**src/rtl/ihq_ram.sv**
```systemverilog
`timescale 1ns / 1ps

module ihq_ram #(
   parameter int WIDTH = 8,
   parameter int DEPTH = 2
) (
   input  logic                     clock,
   input  logic                     wr_en,
   input  logic [$clog2(DEPTH)-1:0] wr_addr,
   input  logic [WIDTH-1:0]         wr_data,
   input  logic [$clog2(DEPTH)-1:0] rd_addr,
   output logic [WIDTH-1:0]         rd_data
);

   logic [WIDTH-1:0] mem [DEPTH];
   logic [WIDTH-1:0] rd_data_ff;

   always_ff @(posedge clock) begin
      if (wr_en) begin
         mem[wr_addr] <= wr_data;
      end
      rd_data_ff <= mem[rd_addr];
   end

   assign rd_data = rd_data_ff;

endmodule

```
**config.mk**
```make
export PLATFORM = sky130hd
export DESIGN_NAME = ihq_ram
export DESIGN_NICKNAME = d
export VERILOG_FILES = /design/src/rtl/ihq_ram.sv
export SDC_FILE = /design/constraint.sdc
export NUM_CORES = 1
export LEC_CHECK = 0
export ABC_AREA = 1
export BUFFER_PORTS_ARGS = -buffer_cell sky130_fd_sc_hd__buf_4
export CAP_MARGIN = 20
export CORE_MARGIN = 2
export CORE_UTILIZATION = 50
export DETAILED_ROUTE_END_ITERATION = 7
export PLACE_DENSITY = 0.72
export SKIP_LAST_GASP = 1
export SLEW_MARGIN = 20
export SYNTH_ARGS = -nofsm -noshare
export SYNTH_HDL_FRONTEND = slang
export SYNTH_SLANG_ARGS = --single-unit
```
**constraint.sdc**
```tcl
create_clock -name clock -period 1.4 [get_ports clock]
set_input_delay 0.07 -clock clock [delete_from_list [all_inputs] [get_ports clock]]
set_output_delay 0.07 -clock clock [all_outputs]
set_load 0.03 [all_outputs]
```
### Yosys cells after proc, flatten, opt, wreduce, memory -nomap -nowiden

Memory sizes are Yosys's and may differ from the RTL's. A register that Yosys moved wholly into a read port is not among the register bits.
Cells that the tools add are included.
Widths: inputs -> output; s select.

* bits in registers: 0
* RAM bits: 16
* bits of input ports: 12
* output and inout port bits: 8
* logic and storage cells: 3
* memories kept: 1

* muxes and demuxes: 2

Memory list
* mem: words 2, bits a word 8, rd ports 1, clocked after Yosys merged registers in 1, wr ports 1, RTL line 15 `logic [WIDTH-1:0] mem [DEPTH];`

Operators by type and width (count)
* $mux 1: 2

### Logic depth before layout (Yosys ltp)

* depth after elaboration: 2
* gate-level depth with buffers: 4
* mapped depth without buffers: 3

### Worst setup path before layout

No wires, ideal clock.

* path kind: input -> register
* start point: input wr_en
* end point: memory mem[0][0] (enable)
* setup time: 371 ps
* arrival time: 459 ps
* data required time: 1029 ps
* setup slack: 570 ps
* stages: 2
* path buffers: 0
* cells stage by stage: inv_1 -> nor2_1

* word-level cells in the longest chain between the ends: 2

Ends and longest elaborated chain
* start, declared: RTL line 8 `input logic wr_en,`
* $mux 1: RTL line 19 `if (wr_en) begin`
* $mux 1 (not written as such): RTL line 20 `mem[wr_addr] <= wr_data;`
* end, declared: RTL line 15

No other way between the ends.

### Final worst setup path

* start point: register rd_data_ff[2], in the netlist rd_data[2], read port of mem
* end point: output rd_data[2]

RTL lines
* start, declared: RTL line 16 `logic [WIDTH-1:0] rd_data_ff;`
* end, declared: RTL line 12 `output logic [WIDTH-1:0] rd_data`

No word-level cell between the ends.

==> impl_metrics.yaml <==
synth:
  synth.area.top_cells: "edfxtp_1, dfxtp_1, nand2_1"
  synth_cell_types: 7
  synth-seq-cells: 24
  synth_warnings: 0
  synth_common_cells: "nand2_1, edfxtp_1, dfxtp_1, inv_1"
  netlist_instances: 54
  synth.avg_cell_area_um2: 14.1
  synth_edf_count: 16
  ys.flop_type: "edfxtp_1"
  yosysMostFrequentCell: "nand2_1"
  syn-cell-area_um2: 761
  ys_seq_area_frac: 0.842
  ys_async_sr_fraction: 0
  synth_top_area_frac: 0.632
  synth_fp_nets: 66
  yosys.area.top_type: "edfxtp_1"
global_routing:
  grt-ovfl-total: 0
  antenna_found_initial: 0
  grt_pass1_wl_mm: 1.91
  grt_usage: 0.158
  first_global_vias: 418
  grt_max_degree: 14
die:
  die_h_um: 43.0
  start_util: 0.517
  core_area_um2: 1470
  rows: 14
  num_io_pins: 20
  die_area_um2: 1850
  dieWidth_um: 43.0
clock_tree:
  htree_levels: 1
  clk_path_buf_depth: 2
  hold_buffers: 8
  cts_buffers: 3
  insertion_delay_ns: 0.31
  cts.reportedPaths.clkPinSlew_ns: 0.12
  postCtsSetupBuffers: 0
  cts_root_buf: "clkbuf_4"
  cts-resized-gates: 0
  cts_tree: "done"
  clkSinkCount: 24
worst_setup_path:
  crit_fanout: 1
  critPathSlowestCell: "dfxtp_1"
  worst-setup-path-type: "register to primary output"
  crit_required_ns: 1.33
  cp_top_family: "flip-flops"
  startpoint_type: "register"
  path_cells: "buf_4"
  slowest_delay_ns: 0.35
  worst_ep_arrival_time_ns: 0.81
  cp_num_buf_inv: 1
  cp-end-kind: "primary output"
sta:
  max_freq_ghz: 1.13
  fin_setup_tns_ns: 0
  tightestPinTransition_ns: 0.305
  slew_violations: 0
  period_minus_slack_ns: 0.883
  relSlewSlack: 0.797
  worst_hold_slack_ns: 0.0311
  fin_worst_skew_ns: 0.00879
  hold_violations: 0
  setup_viol: 0
  rsz0062_at_grt: "no"
  fin_crit_sh: 0.631
finish:
  syn_to_final_growth_pct: 34.9
  fin_nets: 98
  fill_cells: 106
  insertedDiodeCount: 0
  drive_gt1_frac: 0.282
  post-route-util: 0.697
  design_area_um2: 1030
detailed_routing:
  drt_wl_total_mm: 1.12
  firstDrtPassIters: 4
  vias: 458
  drc_errors: 0
  vias_per_cell: 4.53
  wl_per_cell_um: 11.1
  first_iter_violations: 11
  final_antenna_net_count: 0
placed_design:
  gp_congestion: 0.671
  numPortBuffers: 19
  place_area_um2: 920
  post-dp-hpwl_um: 731
power:
  leakagePower_nw: 0.455
  power_density_nw_per_um2: 1240
  irDropWorstVdd_mv: 0.741
  finalPower_mw: 1.28
outcome:
  run_status: "complete, no violations"
run:
  drv_cap: 0
min_path:
  min_path_type: "primary input to register"
[path summary, 6_finish.rpt]
path / start / end / cells after the start / slack (ns)
worst min register to register: mem[0][4] / rd_data[4] / 2 / 0.45
worst max-delay path: rd_data[2] / rd_data[2] / 1 / 0.52
worst max register to register: mem[1][6] / rd_data[6] / 2 / 0.79
worst min-delay path: rd_addr / rd_data[5] / 3 / 0.03
[per-stage QoR]
| step | instances | setup WS, ns |
|---|---|---|
| 2_1_floorplan | 54 | 0.570 |
| 3_3_place_gp | 89 | 0.647 |
| 3_5_place_dp | 89 | 0.620 |
| 4_1_cts | 101 | 0.497 |
| 5_1_grt | 101 | 0.459 |
| 6_report | 101 | 0.517 |
[worst register-to-register path, delay by kind of cell, from the launching register on]
family,cells,cell delay [ns]
flip-flops,1,0.39
AND/OR/NAND/NOR,2,0.12
[per-layer routing]
metal	part of all wire	vias to the layer above	global-route usage
met3	0.052	4	0.0511
met5	0	-	0
met4	0.040	0	0.145
met2	0.51	14	0.233
li1	-	237	-
met1	0.40	203	0.177
[kinds of logic after synthesis]
| kind of cell | Yosys count | synth area share |
|---|---|---|
| DFF | 24 | 0.842 |
| and+or+nand+nor | 26 | 0.128 |
| buffers and inverters | 4 | 0.0296 |
[layout by cell type (no fill, tap or decap)]
cell	count
nand2_1	25
buf_4	20
edfxtp_1	16
dlygate4sd3_1	8
dfxtp_1	8
clkbuf_4	3
inv_1	2
inv_2	1
nor2_1	1
clkbuf_1	1
[where the power goes]
group / switching, mW / leakage [nW] / internal (mW)
Combinational: 0.0863 / 0.222 / 0.0710
Clock: 0.185 / 0.0150 / 0.111
Sequential: 0.0125 / 0.218 / 0.810
Total: 0.284 / 0.455 / 0.993
[cell type report]
type	count	area, um^2	share of cell area
Clock buffer	4	26.3	0.0256
Timing Repair Buffer	28	230	0.224
Inverter	3	11.3	0.0110
Multi-Input combinational cell	26	97.6	0.0951
Tap cell	16	20.0	0.0195
Sequential cell	24	641	0.624
[registers in the layout, indices dropped and copies added, names as in the netlist]
register  cells
rd_data       8
mem          16
(Power assumes the default switching activity.)
