## src/rtl/ihq_pkg.sv

```systemverilog
`timescale 1ns / 1ps

package ihq_pkg;

   localparam int NEURON_W = 10;
   localparam int NEURON_SPAN = 1 << NEURON_W;
   localparam int CMD_W = 2;
   localparam int STATUS_W = 2;
   localparam int TIME_IO_W = 32;
   localparam int COUNT_W = 11;

   typedef enum logic [CMD_W-1:0] {
      CMD_ADD    = 2'd0,
      CMD_REMOVE = 2'd1,
      CMD_POP    = 2'd2,
      CMD_NOP    = 2'd3
   } cmd_type;

   typedef enum logic [STATUS_W-1:0] {
      ST_DONE   = 2'd0,
      ST_EMPTY  = 2'd1,
      ST_REJECT = 2'd2,
      ST_ABSENT = 2'd3
   } status_type;

   typedef enum logic [9:0] {
      S_IDLE   = 10'b0000000001,
      S_CLEAR  = 10'b0000000010,
      S_LOOKUP = 10'b0000000100,
      S_ROOT   = 10'b0000001000,
      S_LAST   = 10'b0000010000,
      S_UP     = 10'b0000100000,
      S_DN_L   = 10'b0001000000,
      S_DN_R   = 10'b0010000000,
      S_PLACE  = 10'b0100000000,
      S_FINISH = 10'b1000000000
   } state_type;

   typedef struct packed {
      status_type            status;
      logic [NEURON_W-1:0]   out_neuron;
      logic [TIME_IO_W-1:0]  out_time;
      logic [COUNT_W-1:0]    queue_count;
   } result_type;

endpackage

```

## src/rtl/ihq_ctrl.sv

```systemverilog
`timescale 1ns / 1ps

module ihq_ctrl
   import ihq_pkg::*;
#(
   parameter int MAX_NEURONS = 1024,
   parameter int TIME_BITS = 32,
   localparam int EW = TIME_BITS + NEURON_W,
   localparam int HW = $clog2(MAX_NEURONS),
   localparam int PW = $clog2(MAX_NEURONS + 1),
   localparam int MAP_DEPTH = (MAX_NEURONS < NEURON_SPAN) ? MAX_NEURONS : NEURON_SPAN,
   localparam int MW = $clog2(MAP_DEPTH)
) (
   input  logic                 clock,
   input  logic                 reset,
   input  logic                 cmd_fire,
   input  cmd_type              cmd,
   input  logic [NEURON_W-1:0]  neuron,
   input  logic [TIME_IO_W-1:0] event_time,
   output logic                 cmd_ready,
   input  logic                 res_ready,
   output logic                 res_valid,
   output result_type           res,
   output logic                 heap_we,
   output logic [HW-1:0]        heap_waddr,
   output logic [EW-1:0]        heap_wdata,
   output logic [HW-1:0]        heap_raddr,
   input  logic [EW-1:0]        heap_rdata,
   output logic                 map_we,
   output logic [MW-1:0]        map_waddr,
   output logic [PW-1:0]        map_wdata,
   output logic [MW-1:0]        map_raddr,
   input  logic [PW-1:0]        map_rdata
);

   localparam int XW = HW + 2;
   localparam logic [PW-1:0] MISSING = PW'(MAX_NEURONS);

   state_type            state_ff, state_in;
   cmd_type              cmd_ff, cmd_in;
   logic [NEURON_W-1:0]  nrn_ff, nrn_in;
   logic [TIME_BITS-1:0] time_ff, time_in;
   logic [EW-1:0]        ent_ff, ent_in;
   logic [EW-1:0]        lft_ff, lft_in;
   logic [HW-1:0]        bidx_ff, bidx_in;
   logic [HW-1:0]        pos_ff, pos_in;
   logic [PW-1:0]        cnt_ff, cnt_in;
   logic                 moved_ff, moved_in;
   status_type           status_ff, status_in;
   logic [NEURON_W-1:0]  on_ff, on_in;
   logic [TIME_IO_W-1:0] ot_ff, ot_in;
   logic [MW-1:0]        clr_ff, clr_in;

   logic                 nrn_bad;
   logic [HW-1:0]        par1, par2;
   logic [HW:0]          left_p;
   logic [PW-1:0]        last;
   logic [EW-1:0]        new_ent;
   logic [EW-1:0]        best;
   logic [HW-1:0]        best_idx;
   logic [HW:0]          left_b;

   assign nrn_bad = 32'(nrn_ff) >= MAX_NEURONS;
   assign par1    = HW'((pos_ff - 1'b1) >> 1);
   assign par2    = HW'((par1 - 1'b1) >> 1);
   assign left_p  = {pos_ff, 1'b1};
   assign last    = cnt_ff - 1'b1;
   assign new_ent = {time_ff, nrn_ff};
   assign left_b  = {best_idx, 1'b1};

   always_comb begin
      if (state_ff == S_DN_R && heap_rdata < lft_ff) begin
         best     = heap_rdata;
         best_idx = bidx_ff + 1'b1;
      end else if (state_ff == S_DN_R) begin
         best     = lft_ff;
         best_idx = bidx_ff;
      end else begin
         best     = heap_rdata;
         best_idx = left_p[HW-1:0];
      end
   end

   always_comb begin
      state_in   = state_ff;
      cmd_in     = cmd_ff;
      nrn_in     = nrn_ff;
      time_in    = time_ff;
      ent_in     = ent_ff;
      lft_in     = lft_ff;
      bidx_in    = bidx_ff;
      pos_in     = pos_ff;
      cnt_in     = cnt_ff;
      moved_in   = moved_ff;
      status_in  = status_ff;
      on_in      = on_ff;
      ot_in      = ot_ff;
      clr_in     = clr_ff;
      heap_we    = 1'b0;
      heap_waddr = pos_ff;
      heap_wdata = ent_ff;
      heap_raddr = '0;
      map_we     = 1'b0;
      map_waddr  = ent_ff[MW-1:0];
      map_wdata  = PW'(pos_ff);
      map_raddr  = neuron[MW-1:0];

      unique case (state_ff)
         S_CLEAR: begin
            map_we    = 1'b1;
            map_waddr = clr_ff;
            map_wdata = MISSING;
            clr_in    = clr_ff + 1'b1;
            if (clr_ff == MW'(MAP_DEPTH - 1)) begin
               state_in = S_IDLE;
            end
         end
         S_IDLE: begin
            if (cmd_fire) begin
               cmd_in    = cmd;
               nrn_in    = neuron;
               time_in   = TIME_BITS'(event_time);
               status_in = ST_DONE;
               on_in     = '0;
               ot_in     = '0;
               moved_in  = 1'b0;
               unique case (cmd)
                  CMD_ADD, CMD_REMOVE: state_in = S_LOOKUP;
                  CMD_POP: begin
                     if (cnt_ff == '0) begin
                        status_in = ST_EMPTY;
                        state_in  = S_FINISH;
                     end else begin
                        state_in = S_ROOT;
                     end
                  end
                  default: state_in = S_FINISH;
               endcase
            end
         end
         S_LOOKUP: begin
            if (cmd_ff == CMD_ADD) begin
               if (nrn_bad || map_rdata != MISSING || cnt_ff == MISSING) begin
                  status_in = ST_REJECT;
                  state_in  = S_FINISH;
               end else begin
                  ent_in = new_ent;
                  pos_in = cnt_ff[HW-1:0];
                  cnt_in = cnt_ff + 1'b1;
                  if (cnt_ff == '0) begin
                     heap_we    = 1'b1;
                     heap_waddr = '0;
                     heap_wdata = new_ent;
                     map_we     = 1'b1;
                     map_waddr  = nrn_ff[MW-1:0];
                     map_wdata  = '0;
                     state_in   = S_FINISH;
                  end else begin
                     heap_raddr = HW'((cnt_ff[HW-1:0] - 1'b1) >> 1);
                     state_in   = S_UP;
                  end
               end
            end else begin
               if (nrn_bad || map_rdata >= cnt_ff) begin
                  status_in = ST_ABSENT;
                  state_in  = S_FINISH;
               end else begin
                  map_we     = 1'b1;
                  map_waddr  = nrn_ff[MW-1:0];
                  map_wdata  = MISSING;
                  cnt_in     = last;
                  pos_in     = map_rdata[HW-1:0];
                  heap_raddr = last[HW-1:0];
                  state_in   = (map_rdata == last) ? S_FINISH : S_LAST;
               end
            end
         end
         S_ROOT: begin
            on_in      = heap_rdata[NEURON_W-1:0];
            ot_in      = TIME_IO_W'(heap_rdata[EW-1:NEURON_W]);
            map_we     = 1'b1;
            map_waddr  = heap_rdata[MW-1:0];
            map_wdata  = MISSING;
            cnt_in     = last;
            pos_in     = '0;
            heap_raddr = last[HW-1:0];
            state_in   = (last == '0) ? S_FINISH : S_LAST;
         end
         S_LAST: begin
            ent_in = heap_rdata;
            if (pos_ff == '0) begin
               if (XW'(left_p) < XW'(cnt_ff)) begin
                  heap_raddr = left_p[HW-1:0];
                  state_in   = S_DN_L;
               end else begin
                  heap_we    = 1'b1;
                  heap_wdata = heap_rdata;
                  map_we     = 1'b1;
                  map_waddr  = heap_rdata[MW-1:0];
                  state_in   = S_FINISH;
               end
            end else begin
               heap_raddr = par1;
               state_in   = S_UP;
            end
         end
         S_UP: begin
            if (ent_ff < heap_rdata) begin
               heap_we    = 1'b1;
               heap_wdata = heap_rdata;
               map_we     = 1'b1;
               map_waddr  = heap_rdata[MW-1:0];
               pos_in     = par1;
               moved_in   = 1'b1;
               heap_raddr = par2;
               state_in   = (par1 == '0) ? S_PLACE : S_UP;
            end else if (moved_ff || cmd_ff == CMD_ADD ||
                         XW'(left_p) >= XW'(cnt_ff)) begin
               heap_we  = 1'b1;
               map_we   = 1'b1;
               state_in = S_FINISH;
            end else begin
               heap_raddr = left_p[HW-1:0];
               state_in   = S_DN_L;
            end
         end
         S_DN_L, S_DN_R: begin
            if (state_ff == S_DN_L && XW'(left_p) + 1'b1 < XW'(cnt_ff)) begin
               lft_in     = heap_rdata;
               bidx_in    = left_p[HW-1:0];
               heap_raddr = HW'(left_p + 1'b1);
               state_in   = S_DN_R;
            end else if (best < ent_ff) begin
               heap_we    = 1'b1;
               heap_wdata = best;
               map_we     = 1'b1;
               map_waddr  = best[MW-1:0];
               pos_in     = best_idx;
               heap_raddr = left_b[HW-1:0];
               state_in   = (XW'(left_b) < XW'(cnt_ff)) ? S_DN_L : S_PLACE;
            end else begin
               heap_we  = 1'b1;
               map_we   = 1'b1;
               state_in = S_FINISH;
            end
         end
         S_PLACE: begin
            heap_we  = 1'b1;
            map_we   = 1'b1;
            state_in = S_FINISH;
         end
         S_FINISH: begin
            if (res_ready) begin
               state_in = S_IDLE;
            end
         end
         default: state_in = S_IDLE;
      endcase
   end

   always_ff @(posedge clock) begin
      if (reset) begin
         state_ff <= S_CLEAR;
         cnt_ff   <= '0;
         clr_ff   <= '0;
      end else begin
         state_ff <= state_in;
         cnt_ff   <= cnt_in;
         clr_ff   <= clr_in;
      end
      cmd_ff    <= cmd_in;
      nrn_ff    <= nrn_in;
      time_ff   <= time_in;
      ent_ff    <= ent_in;
      lft_ff    <= lft_in;
      bidx_ff   <= bidx_in;
      pos_ff    <= pos_in;
      moved_ff  <= moved_in;
      status_ff <= status_in;
      on_ff     <= on_in;
      ot_ff     <= ot_in;
   end

   assign cmd_ready = state_ff == S_IDLE;
   assign res_valid = state_ff == S_FINISH;
   assign res       = '{status: status_ff, out_neuron: on_ff, out_time: ot_ff,
                        queue_count: COUNT_W'(cnt_ff)};

`ifndef SYNTHESIS
   a_count_bound: assert property (@(posedge clock) disable iff (reset)
      cnt_ff <= MISSING) else $error("heap count above capacity");
   a_clear_quiet: assert property (@(posedge clock) disable iff (reset)
      state_ff == S_CLEAR |-> !heap_we && !cmd_ready) else $error("activity during clear");
   a_write_inside: assert property (@(posedge clock) disable iff (reset)
      heap_we |-> PW'(heap_waddr) < cnt_in) else $error("heap write beyond count");
   a_finish_leave: assert property (@(posedge clock) disable iff (reset)
      state_ff == S_FINISH && res_ready |=> state_ff == S_IDLE)
      else $error("result handed over but sequencer stuck");
`endif

endmodule

```

## config.mk

```make
export PLATFORM = sky130hd
export DESIGN_NAME = ihq_ctrl
export DESIGN_NICKNAME = d
export VERILOG_FILES = /design/src/rtl/ihq_pkg.sv /design/src/rtl/ihq_ctrl.sv
export SDC_FILE = /design/constraint.sdc
export NUM_CORES = 1
export LEC_CHECK = 0
export BUFFER_PORTS_ARGS = -buffer_cell sky130_fd_sc_hd__buf_2
export CAP_MARGIN = 20
export CORE_MARGIN = 4
export CORE_UTILIZATION = 30
export CTS_CLUSTER_DIAMETER = 150
export DETAILED_ROUTE_END_ITERATION = 7
export PLACE_DENSITY = 0.49
export SYNTH_ARGS = -nofsm -noshare
export SYNTH_HDL_FRONTEND = slang
export SYNTH_SLANG_ARGS = --single-unit
```

## constraint.sdc

```tcl
create_clock -name clock -period 9.7 [get_ports clock]
set_input_delay 0.97 -clock clock [delete_from_list [all_inputs] [get_ports clock]]
set_output_delay 0.97 -clock clock [all_outputs]
set_load 0.005 [all_outputs]
```

# Word level (Yosys, flattened, before mapping)
# Cells that the tools add are included.
[word_totals]
ff_bits = 223
output_inout_bits = 152
elab_cells = 192
[op_classes]
add_sub_neg = 9
n_lt_le_gt_ge = 8
n_eq_ne = 28
mux = 103
n_reduce_logical = 30
[op_table]
columns = ["operator", "count"]
rows = [
  ["42-bit two-way mux", 12],
  ["10-bit two-way mux", 48],
  ["42-bit one-hot mux with 4 select lines", 1],
  ["42-bit less-than comparator", 3],
  ["10-bit one-hot mux with 9 select lines", 1],
  ["42-bit one-hot mux with 2 select lines", 1],
  ["32-bit one-hot mux with 2 select lines", 1],
  ["10-bit one-hot mux with 6 select lines", 1],
  ["11-bit two-way mux", 5],
  ["10-bit one-hot mux with 5 select lines", 1],
  ["11-bit one-hot mux with 2 select lines", 2],
  ["10-bit one-hot mux with 2 select lines", 2],
  ["10-bit one-hot mux with 4 select lines", 1],
  ["9-bit two-way mux", 4],
  ["32-bit two-way mux", 1],
  ["10-bit by 1-bit adder with 10-bit output, second input constant", 3],
  ["11-bit greater-or-equal comparator", 2],
  ["11-bit logical NOT", 2],
  ["11-bit less-than comparator", 2],
  ["10-bit equality test, second input constant", 2],
  ["10-bit logical NOT", 2],
  ["10-bit by 1-bit subtractor with 10-bit output, second input constant", 2],
  ["2-bit != test, second input constant", 8],
  ["1-bit two-way mux", 14],
  ["35 further kinds", 57],
]

# Depth between registers and ports, before layout
# Gate-level depths: netlist (run 1).
[depth]
ltp_word = 8
depth_mapped = 22

# Worst setup path after synthesis (run 1)
# OpenSTA, ideal clock, no wires.
[synth_timing]
path_kind = "input -> output"
startpoint = "input heap_rdata[7]"
endpoint = "output map_waddr[0]"
arrival_time_ns = 5.511
required_ns = 8.730
slack_ns = 3.219
path_stages = 19
n_path_buf = 3
cell_sequence = "ha_1 a211oi_1 nor2_1 o41a_4 o31ai_4 buf_2 clkbuf_1 nand2_1 o21ai_0 ha_1 a211oi_1 o22ai_1 o41ai_1 o211a_1 o211ai_1 o31a_1 a2111o_1 buf_6 a211o_1"
[synth_via]
elab_chain_len = 7
[synth_lines]
columns = ["element", "line_no", "source"]
rows = [
  ["start: declaration", "ihq_ctrl.sv:28", "input logic [EW-1:0] heap_rdata,"],
  ["42-bit less-than comparator", "ihq_ctrl.sv:72", "if (state_ff == S_DN_R && heap_rdata < lft_ff) begin"],
  ["1-bit logical AND", "ihq_ctrl.sv:72", ""],
  ["42-bit two-way mux", "ihq_ctrl.sv:72", ""],
  ["42-bit less-than comparator", "ihq_ctrl.sv:233", "end else if (best < ent_ff) begin"],
  ["10-bit two-way mux", "ihq_ctrl.sv:233", ""],
  ["10-bit two-way mux", "ihq_ctrl.sv:228", "if (state_ff == S_DN_L && XW'(left_p) + 1'b1 < XW'(cnt_ff)) begin"],
  ["10-bit one-hot mux with 6 select lines *", "ihq_ctrl.sv:108", "unique case (state_ff)"],
  ["end: declaration", "ihq_ctrl.sv:30", "output logic [MW-1:0] map_waddr,"],
]
# Every way passes the cells marked *; elsewhere a longest branch is shown, timed or not.

# Worst setup path after layout (run 1)
[layout_timing]
startpoint = "input heap_rdata[41]"
endpoint = "output heap_wdata[34]"
[layout_via]
elab_chain_len = 7
[layout_lines]
columns = ["element", "line_no", "source"]
rows = [
  ["42-bit less-than comparator", "ihq_ctrl.sv:72", ""],
  ["1-bit logical AND", "ihq_ctrl.sv:72", ""],
  ["42-bit two-way mux", "ihq_ctrl.sv:72", ""],
  ["42-bit less-than comparator", "ihq_ctrl.sv:233", ""],
  ["42-bit two-way mux", "ihq_ctrl.sv:233", ""],
  ["42-bit two-way mux", "ihq_ctrl.sv:228", ""],
  ["42-bit one-hot mux with 4 select lines *", "ihq_ctrl.sv:108", ""],
  ["end: declaration", "ihq_ctrl.sv:26", "output logic [EW-1:0] heap_wdata,"],
]
# Marked as above.

==> impl_metrics.csv, run 1 <==
group,metric,value,unit
outcome,run_status,"completed",
global_route,grt_max_degree,85,
place,numPlacedInstances,2860,
logic_synthesis,syn_nets,2199,
job,drv_cap,0,
timing,fin_crit,8.69,ns
place,portBuffers,252,
logic_synthesis,async_flop_share,0,%
detailed_routing,viasPerCell,5.48,
power,vdd_drop_max,0.000158,V
logic_synthesis,synth_cell_types,79,
setup_path,cp-end-kind,"output pin",
floorplan,rows,86,
cts,h-tree-depth,1,
logic_synthesis,yosysTopAreaCellShare,33.9,%
setup_path,rrSetupSlack,3.21,ns
cts,postCtsSetupBuffers,0,
setup_path,slowest_stage,"nor4_1",
cells_and_area,layout-drive-gt1-share,16.6,%
power,powerDensity,121,nW/um^2
global_route,grt_pass1_wl,99700,um
logic_synthesis,syn_inst,1927,
setup_path,timing.critical_path.buf_inv,4,
logic_synthesis,synth-edff-count,192,
setup_path,start_kind,"primary input",
global_route,grt_overflow,0,
place,hpwl,51800,um
hold_path,hp-class,"reg -> reg",
cts,cts-buffers-inserted,30,
logic_synthesis,synth_seq_area_share,37.6,%
setup_path,crit_arrival,7.72,ns
timing,worstMarginPinSlew,1.16,ns
setup_path,cp_common_cell,"nand4_1",
cts,clock_latency,0.60,ns
cells_and_area,final_core_util,36.0,%
power,p_leak,8.30,nW
timing,hold_viol_final,0,
logic_synthesis,post-synth-top-count-cell,"nand2_1",
timing,maxSlewViolCount,0,
logic_synthesis,syn-cell-area,17000,um^2
floorplan,io_pins,253,
cells_and_area,final_area,20000,um^2
detailed_routing,ant_nets,0,
logic_synthesis,yosysWarnings,0,
detailed_routing,wirelength,67200,um
timing,final-setup-viol-count,0,
cts,cts_root_buffer,"clkbuf_16",
cts,cts_max_path_buffers,3,
global_route,grt_pass1_vias,15700,
global_route,grt.total_usage,21.4,%
logic_synthesis,ys.flop_type,"edfxtp_1",
setup_path,crit_family,"simple AND/OR/NAND/NOR gates",
timing,period_share,89.6,%
setup_path,cp_cell_sequence,"buf_2 -> ha_1 -> nand4_1 -> nor4_1 -> nand2_1 -> o211ai_1 -> o31ai_4 -> buf_4 -> o21ai_0 -> ha_1 -> nand4_1 -> nor4_1 -> a221oi_1 -> and4_1 -> o211ai_1 -> o31ai_2 -> nand4_1 -> buf_4 -> nor2_1 -> o21ai_0 -> buf_2",
logic_synthesis,yosys-top-cells-area,"edfxtp_1, ha_1, o21ai_0, nand2_1, a21oi_1",
setup_path,cp_max_fo,38,
timing,clock.fmax,0.115,GHz
global_route,antenna_found_initial,1,
setup_path,critical_path_class,"in -> out",
timing,rsz0062_at_grt,"no",
detailed_routing,drc,0,
cts,cts.clk_slew.worst_paths,0.06,ns
detailed_routing,first_iter_violations,1355,
cells_and_area,final_cells,2916,
setup_path,slowest_delay,0.84,ns
floorplan,start_util,30.5,%
cts,cts_tree,"yes",
floorplan,core,55600,um^2
power,power.total,2.42,mW
logic_synthesis,yosys.area.top_type,"edfxtp_1",
cts,cts_hold_buf,0,
place,dpl_cell_area,19000,um^2
timing,relSlewSlack,21.6,%
logic_synthesis,synth-seq-cells,223,
timing,setup_tns,0,ns
floorplan,die_h,246,um
cts,postCtsResizedCells,0,
detailed_routing,routedWlPerCell,23.0,um
cts,cts_sinks,223,
floorplan,dieArea,60500,um^2
cells_and_area,diodes,0,
cells_and_area,syn2layout_area_growth,17.9,%
floorplan,die_x,246,um
logic_synthesis,synthTopCellsByCount,"nand2_1, o21ai_0, edfxtp_1",
detailed_routing,dr.pass1.iters,6,
cells_and_area,finalNetCount,2416,
place,gp_congestion,0.916,
timing,finClkSkew,0.0260,ns
logic_synthesis,synth_area_per_cell,8.82,um^2
setup_path,worst-endpoint-required,8.73,ns
detailed_routing,vias,16000,
-- worst register-to-register path: stages (launching register included) --
cell	delay, ns
edfxtp_1	0.32
inv_1	0.05
ha_1	0.30
nand4_1	0.17
nor4_1	0.84
nand2_1	0.10
o211ai_1	0.41
o31ai_4	0.15
buf_4	0.27
o21ai_0	0.75
ha_1	0.28
nand4_1	0.14
nor4_1	0.76
o2111ai_1	0.28
nand4_1	0.22
a21o_1	0.23
o31a_1	0.38
a21o_1	0.28
nor4_2	0.08
buf_4	0.23
-- kinds of logic (layout without fill, tap and decap cells) --
group	after synthesis	after routing	share of synthesized area, %
muxes	15	15	0.891
adders and majority gates	171	171	12.6
AOI/OAI and AO/OA	571	571	21.2
buffers and inverters	245	486	5.73
xor gates and xnor gates	71	71	3.66
DFF	223	223	37.6
and+or+nand+nor	631	631	18.3
-- placed cells by master (no fill, tap or decap), drive strengths merged, types with 35 or more instances in the layout --
| cell | Yosys | layout |
|---|---|---|
| and2 | 52 | 52 |
| edfxtp | 192 | 192 |
| ha | 171 | 171 |
| buf | 20 | 277 |
| nand2 | 216 | 216 |
| a21oi | 126 | 126 |
| nand3 | 49 | 49 |
| nand4 | 35 | 35 |
| clkbuf | 72 | 43 |
| a22oi | 43 | 43 |
| nor3 | 45 | 45 |
| inv | 153 | 154 |
| o21ai | 210 | 210 |
| xnor2 | 50 | 50 |
| nor2 | 118 | 118 |
-- final timing paths --
check / from / endpoint / cells after the start
max: heap_rdata[41] / heap_wdata[34] / 21
min: clr_ff[5] / clr_ff[5] / 2
max reg2reg: lft_ff[41] / pos_ff[1] / 19
min reg2reg: clr_ff[5] / clr_ff[5] / 2
-- where the power goes --
| group | internal [mW] | switching (mW) | total, mW | leakage (nW) |
|---|---|---|---|---|
| clock network | 0.652 | 0.468 | 1.12 | 0.483 |
| logic | 0.0915 | 0.156 | 0.248 | 5.90 |
| registers | 1.04 | 0.00680 | 1.05 | 1.92 |
-- final cells by class --
type                    count  area, um^2
well taps                 748         936
repair buffers            277        1450
multi-input cells        1459        9680
clock inverters            13         133
fillers                  5796       35600
clock buffers              43         870
flip-flops and latches    223        6390
inverters                 153         574
-- per-stage QoR --
stage | hold slack, ns | setup slack (ns)
floorplan | 0.452 | 3.22
global placement | 0.504 | 1.06
detailed placement | 0.521 | 0.975
CTS | 0.513 | 0.958
global route | 0.523 | 0.498
finish | 0.535 | 1.01
-- routing by layer --
layer | wire length, um | vias to the layer above | track usage, %
met4 | 1710 | 2 | 5.49
li1 | - | 7534 | -
met1 | 30400 | 7754 | 29.7
met3 | 4990 | 79 | 3.89
met5 | 13 | - | 0
met2 | 30100 | 610 | 34.6
-- flip-flops by register name, summed over array words and instances, names as in the netlist --
signal / count
ent_ff: 42
nrn_ff: 10
moved_ff: 1
status_ff: 2
lft_ff: 42
bidx_ff: 9
pos_ff: 10
time_ff: 32
cmd_ff: 2
state_ff: 10
on_ff: 10
cnt_ff: 11
ot_ff: 32
clr_ff: 10
Note: power is estimated with default switching activity, not from simulation.
==> run 2: changes to the inputs <==
- CORE_MARGIN: 4 -> 8
==> impl_metrics.csv, run 2 (synthesized netlist as in run 1, its figures left out) <==
group,metric,value,unit
setup_path,start_kind,"primary input",
job,drv_cap,0,
timing,fin_hold_ws,0.533,ns
floorplan,start_util,30.2,%
cells_and_area,syn2layout_area_growth,17.3,%
setup_path,critical_path_class,"in -> out",
outcome,run_status,"completed",
power,vdd_drop_max,0.000140,V
power,powerDensity,117,nW/um^2
global_route,antenna_found_initial,0,
cts,cts_sinks,223,
power,pwr-share-comb,10.6,%
timing,relSlewSlack,37.6,%
detailed_routing,vias,15800,
cells_and_area,final_cells,2922,
place,dpl_cell_area,19000,um^2
place,hpwl,51100,um
cts,cts.clk_slew.worst_paths,0.06,ns
setup_path,crit_arrival,7.79,ns
cts,cts-buffers-inserted,29,
cells_and_area,layout_common_cells,"buf_2, nand2_1, o21ai_0, edfxtp_1, ha_1",
cts,cts_max_path_buffers,3,
timing,maxSlewViolCount,0,
cells_and_area,layout-drive-gt1-share,16.2,%
cts,postCtsResizedCells,0,
floorplan,dieArea,64500,um^2
detailed_routing,viasPerCell,5.41,
global_route,grt_pass1_vias,15600,
timing,period_share,90.3,%
hold_path,hp-start,"clr_ff[5]",
cts,h-tree-depth,1,
cells_and_area,finalNetCount,2416,
cts,postCtsSetupBuffers,0,
cells_and_area,diodes,0,
place,gp_congestion,0.916,
detailed_routing,drc,0,
hold_path,hold_path_depth,2,
detailed_routing,ant_nets,0,
hold_path,hold_path_end,"clr_ff[5]",
detailed_routing,dr.pass1.iters,6,
cells_and_area,final_area,19900,um^2
place,numPlacedInstances,2868,
setup_path,cp_max_fo,64,
setup_path,r2r_cells,19,
setup_path,cp-end-kind,"output pin",
timing,setup_tns,0,ns
global_route,use_met1,26.8,%
global_route,grt_busiest_layer,"met2",
power,seqPwrFrac,45.2,%
global_route,gr-usage-met3,3.78,%
timing,worstMarginPinSlew,0.936,ns
global_route,met2_usage,32.0,%
timing,clock.fmax,0.114,GHz
cts,cts_tree,"yes",
cells_and_area,layout_commonest_cell,"buf_2",
global_route,grt.total_usage,19.9,%
setup_path,rrSetupSlack,3.23,ns
timing,final-setup-viol-count,0,
timing,finClkSkew,0.0131,ns
floorplan,die_x,254,um
cts,cts_root_buffer,"clkbuf_16",
cells_and_area,largestRegisters,"ent_ff: 42 flops, lft_ff: 42 flops",
power,pwr-share-clk,44.2,%
cts,cts_hold_buf,0,
setup_path,r2r-start,"lft_ff[41]",
global_route,grt_pass1_wl,98800,um
timing,rsz0062_at_grt,"no",
floorplan,core,56200,um^2
global_route,grt_max_degree,85,
global_route,grt_overflow,0,
power,netSwitchingPower,0.614,mW
floorplan,io_pins,253,
timing,fin_crit,8.76,ns
detailed_routing,wirelength,67000,um
cells_and_area,final_core_util,35.5,%
detailed_routing,first_iter_violations,1426,
hold_path,hp-class,"reg -> reg",
cts,clock_latency,0.59,ns
place,portBuffers,252,
floorplan,die_h,254,um
setup_path,reg2reg_to,"pos_ff[4]",
timing,hold_viol_final,0,
floorplan,rows,87,
detailed_routing,routedWlPerCell,22.9,um
setup_path,worst-endpoint-required,8.73,ns
power,p_leak,8.24,nW
power,p_int,1.71,mW
power,switching_share,26.4,%
-- run 2: changes by cell type in the layout (fill, tap and decap cells not counted), moves of 2 or more --
cell and change:
clkinv_2 +2, clkbuf_8 -7, clkinv_1 +6, clkinv_4 -2
-- run 2: cell type report --
class,count,area [um^2]
Clock inverter,17,121
Inverter,153,574
Fill cell,5871,36200
Multi-Input combinational cell,1459,9680
Sequential cell,223,6390
Tap cell,756,946
Timing Repair Buffer,278,1470
Clock buffer,36,752
-- run 2: stage by stage --
| stage | worst slack, ns | power [mW] |
|---|---|---|
| 6_report | 0.943 | 2.32 |
| 5_1_grt | 0.560 | 2.41 |
| 4_1_cts | 0.805 | 2.36 |
| 3_5_place_dp | 0.853 | 1.32 |
| 3_3_place_gp | 0.948 | 1.31 |
| 2_1_floorplan | 3.22 | 1.20 |
-- run 2: how the worst max path moves through the flow --
stage	from	cells after the start	endpoint	slack (ns)
floorplan	heap_rdata[7]	19	map_waddr[0]	3.22
global placement	heap_rdata[41]	21	heap_wdata[19]	0.95
detailed placement	heap_rdata[41]	21	heap_wdata[19]	0.85
CTS	heap_rdata[41]	21	heap_wdata[19]	0.80
global route	heap_rdata[41]	21	heap_wdata[19]	0.56
finish	heap_rdata[41]	21	heap_wdata[19]	0.94
-- run 2: critical path, cell delays in order --
cell,delay [ns]
buf_2,0.15
ha_1,0.33
nand4_1,0.22
nor4_1,0.76
nand2_1,0.20
a21oi_2,0.40
o31ai_4,0.12
buf_4,0.34
o21ai_0,0.50
ha_1,0.34
nand4_1,0.13
o22ai_1,0.10
o41ai_1,0.62
o211a_1,0.30
o211ai_1,0.15
o31a_1,0.41
nor2_4,0.59
buf_4,0.39
a22oi_1,0.13
o21ai_0,0.39
buf_2,0.20
-- run 2: power by group through the flow --
stage / clock (mW) / combinational (mW) / sequential, mW
floorplan: 0 / 0.135 / 1.07
global route: 1.09 / 0.273 / 1.05
CTS: 1.06 / 0.247 / 1.05
finish: 1.03 / 0.246 / 1.05
detailed placement: 0 / 0.245 / 1.07
global placement: 0 / 0.242 / 1.07
-- run 2: per-layer routing --
metal / vias up / share of wire [%]
met5: - / 0
met4: 0 / 3.5
met3: 120 / 6.6
met2: 594 / 45
met1: 7552 / 45
li1: 7540 / -
==> run 3: changes to the inputs <==
- CORE_UTILIZATION: 30 -> 60
- PLACE_DENSITY: 0.49 -> 0.85
==> impl_metrics.csv, run 3 (synthesized netlist as in run 1, its figures left out) <==
group,metric,value,unit
setup_path,worst-endpoint-required,8.73,ns
hold_path,hp-class,"reg -> reg",
detailed_routing,wl_met2,27400,um
cells_and_area,syn2layout_area_growth,14.7,%
global_route,grt_overflow,0,
timing,final-setup-viol-count,0,
place,numPlacedInstances,2489,
power,pwr-share-comb,10.3,%
setup_path,cp_max_fo,46,
cells_and_area,layout_common_cells,"buf_2, nand2_1, o21ai_0, edfxtp_1, ha_1",
job,drv_cap,0,
timing,fin_crit,8.72,ns
cts,cts.clk_slew.worst_paths,0.06,ns
floorplan,core,27900,um^2
cells_and_area,layout_commonest_cell,"buf_2",
detailed_routing,dr.pass1.iters,8,
cts,cts-buffers-inserted,26,
power,p_leak,8.24,nW
cells_and_area,largestRegisters,"ent_ff: 42 flops, lft_ff: 42 flops",
cts,clock_latency,0.57,ns
timing,relSlewSlack,32.2,%
power,vdd_drop_max,0.000153,V
cts,cts_root_buffer,"clkbuf_16",
floorplan,io_pins,253,
power,netSwitchingPower,0.590,mW
detailed_routing,first_iter_violations,1905,
timing,finClkSkew,0.0313,ns
cts,h-tree-depth,1,
power,p_int,1.76,mW
timing,setup_tns,0,ns
cells_and_area,final_area,19500,um^2
cts,cts_hold_buf,0,
cells_and_area,finalNetCount,2411,
outcome,violations,"design-rule violations",
detailed_routing,met1_length,23700,um
detailed_routing,vias,16600,
floorplan,die_h,184,um
timing,layout_setup_ws,0.981,ns
setup_path,critical_path_class,"in -> out",
global_route,grt_pass1_wl,91500,um
setup_path,rrSetupSlack,2.70,ns
place,pre_cts_slack,1.12,ns
detailed_routing,viasPerCell,6.56,
cts,postCtsResizedCells,0,
detailed_routing,routed.top_layer,"met4",
cts,cts_tree,"yes",
floorplan,rows,61,
global_route,grt_pass1_vias,16300,
cells_and_area,layout-drive-gt1-share,16.4,%
setup_path,crit_arrival,7.75,ns
setup_path,slowest_delay,0.81,ns
timing,clock.fmax,0.115,GHz
timing,period_share,89.9,%
cts,cts_max_path_buffers,3,
cells_and_area,final_core_util,69.9,%
timing,worstMarginPinSlew,1.01,ns
timing,maxSlewViolCount,0,
power,powerDensity,121,nW/um^2
detailed_routing,wirelength,60200,um
place,gp_congestion,1.02,
global_route,antenna_found_initial,0,
outcome,run_status,"finished with violations",
place,hpwl,44600,um
timing,rsz0062_at_grt,"no",
power,seqPwrFrac,44.7,%
global_route,grt.total_usage,34.4,%
setup_path,start_kind,"primary input",
setup_path,cp-end-kind,"output pin",
floorplan,start_util,61.0,%
cells_and_area,diodes,0,
power,pwr-share-clk,45.0,%
setup_path,slowest_stage,"nor4_1",
floorplan,die_x,184,um
cts,cts_sinks,223,
detailed_routing,routedWlPerCell,23.7,um
detailed_routing,drc,6,
place,portBuffers,252,
place,dpl_cell_area,18600,um^2
cts,postCtsSetupBuffers,0,
power,switching_share,25.1,%
cells_and_area,fill_cells,2137,
floorplan,dieArea,34000,um^2
setup_path,cp_cell_sequence,"buf_2 -> ha_1 -> nand4_1 -> nor4_1 -> nand2_1 -> o211ai_1 -> o31ai_4 -> buf_4 -> o21ai_0 -> ha_1 -> nand4_1 -> nor4_1 -> a221oi_1 -> and4_1 -> o211ai_1 -> o31a_1 -> nor2_4 -> inv_1 -> a21oi_1 -> buf_2",
cells_and_area,final_cells,2537,
detailed_routing,wl_met3,6750,um
timing,hold_viol_final,0,
global_route,grt_max_degree,85,
detailed_routing,ant_nets,0,
[run 3: final cells by class]
class | instances | area [um^2] | share of cell area (%)
Multi-Input combinational cell | 1459 | 9700 | 49.8
Sequential cell | 223 | 6390 | 32.8
Timing Repair Buffer | 276 | 1440 | 7.40
Clock buffer | 27 | 654 | 3.36
Inverter | 153 | 574 | 2.95
Tap cell | 378 | 473 | 2.43
Clock inverter | 21 | 258 | 1.32
[run 3: metrics by stage]
stage,power [mW],hold slack (ns)
after floorplan,1.20,0.452
after global placement,1.30,0.503
after detailed placement,1.31,0.533
after CTS,2.35,0.543
after global routing,2.41,0.574
final,2.35,0.551
[run 3: worst paths after layout]
check                   end  cells past startpoint      startpoint
max          heap_wdata[20]                     20  heap_rdata[41]
min               clr_ff[5]                      2       clr_ff[5]
min reg2reg       clr_ff[5]                      2       clr_ff[5]
max reg2reg       pos_ff[3]                     18      lft_ff[41]
[run 3: power by group through the flow]
stage | sequential, mW | combinational (mW) | clock, mW
5_1_grt | 1.05 | 0.265 | 1.10
3_3_place_gp | 1.07 | 0.228 | 0
2_1_floorplan | 1.07 | 0.135 | 0
3_5_place_dp | 1.07 | 0.235 | 0
6_report | 1.05 | 0.243 | 1.06
4_1_cts | 1.05 | 0.237 | 1.06
[run 3: layer usage]
metal | up-vias | GRT usage [%]
li1 | 7518 | -
met1 | 7809 | 44.0
met2 | 1145 | 55.6
met3 | 164 | 7.68
met4 | 0 | 14.0
met5 | - | 0
[run 3: worst max-delay path, delay by kind of cell]
| kind | cells | cell delay, ns |
|---|---|---|
| AO/OA/AOI/OAI | 7 | 2.68 |
| AND/OR/NAND/NOR | 7 | 2.39 |
| buffers and inverters | 4 | 1.01 |
| adder cells (fa/ha/maj) | 2 | 0.66 |
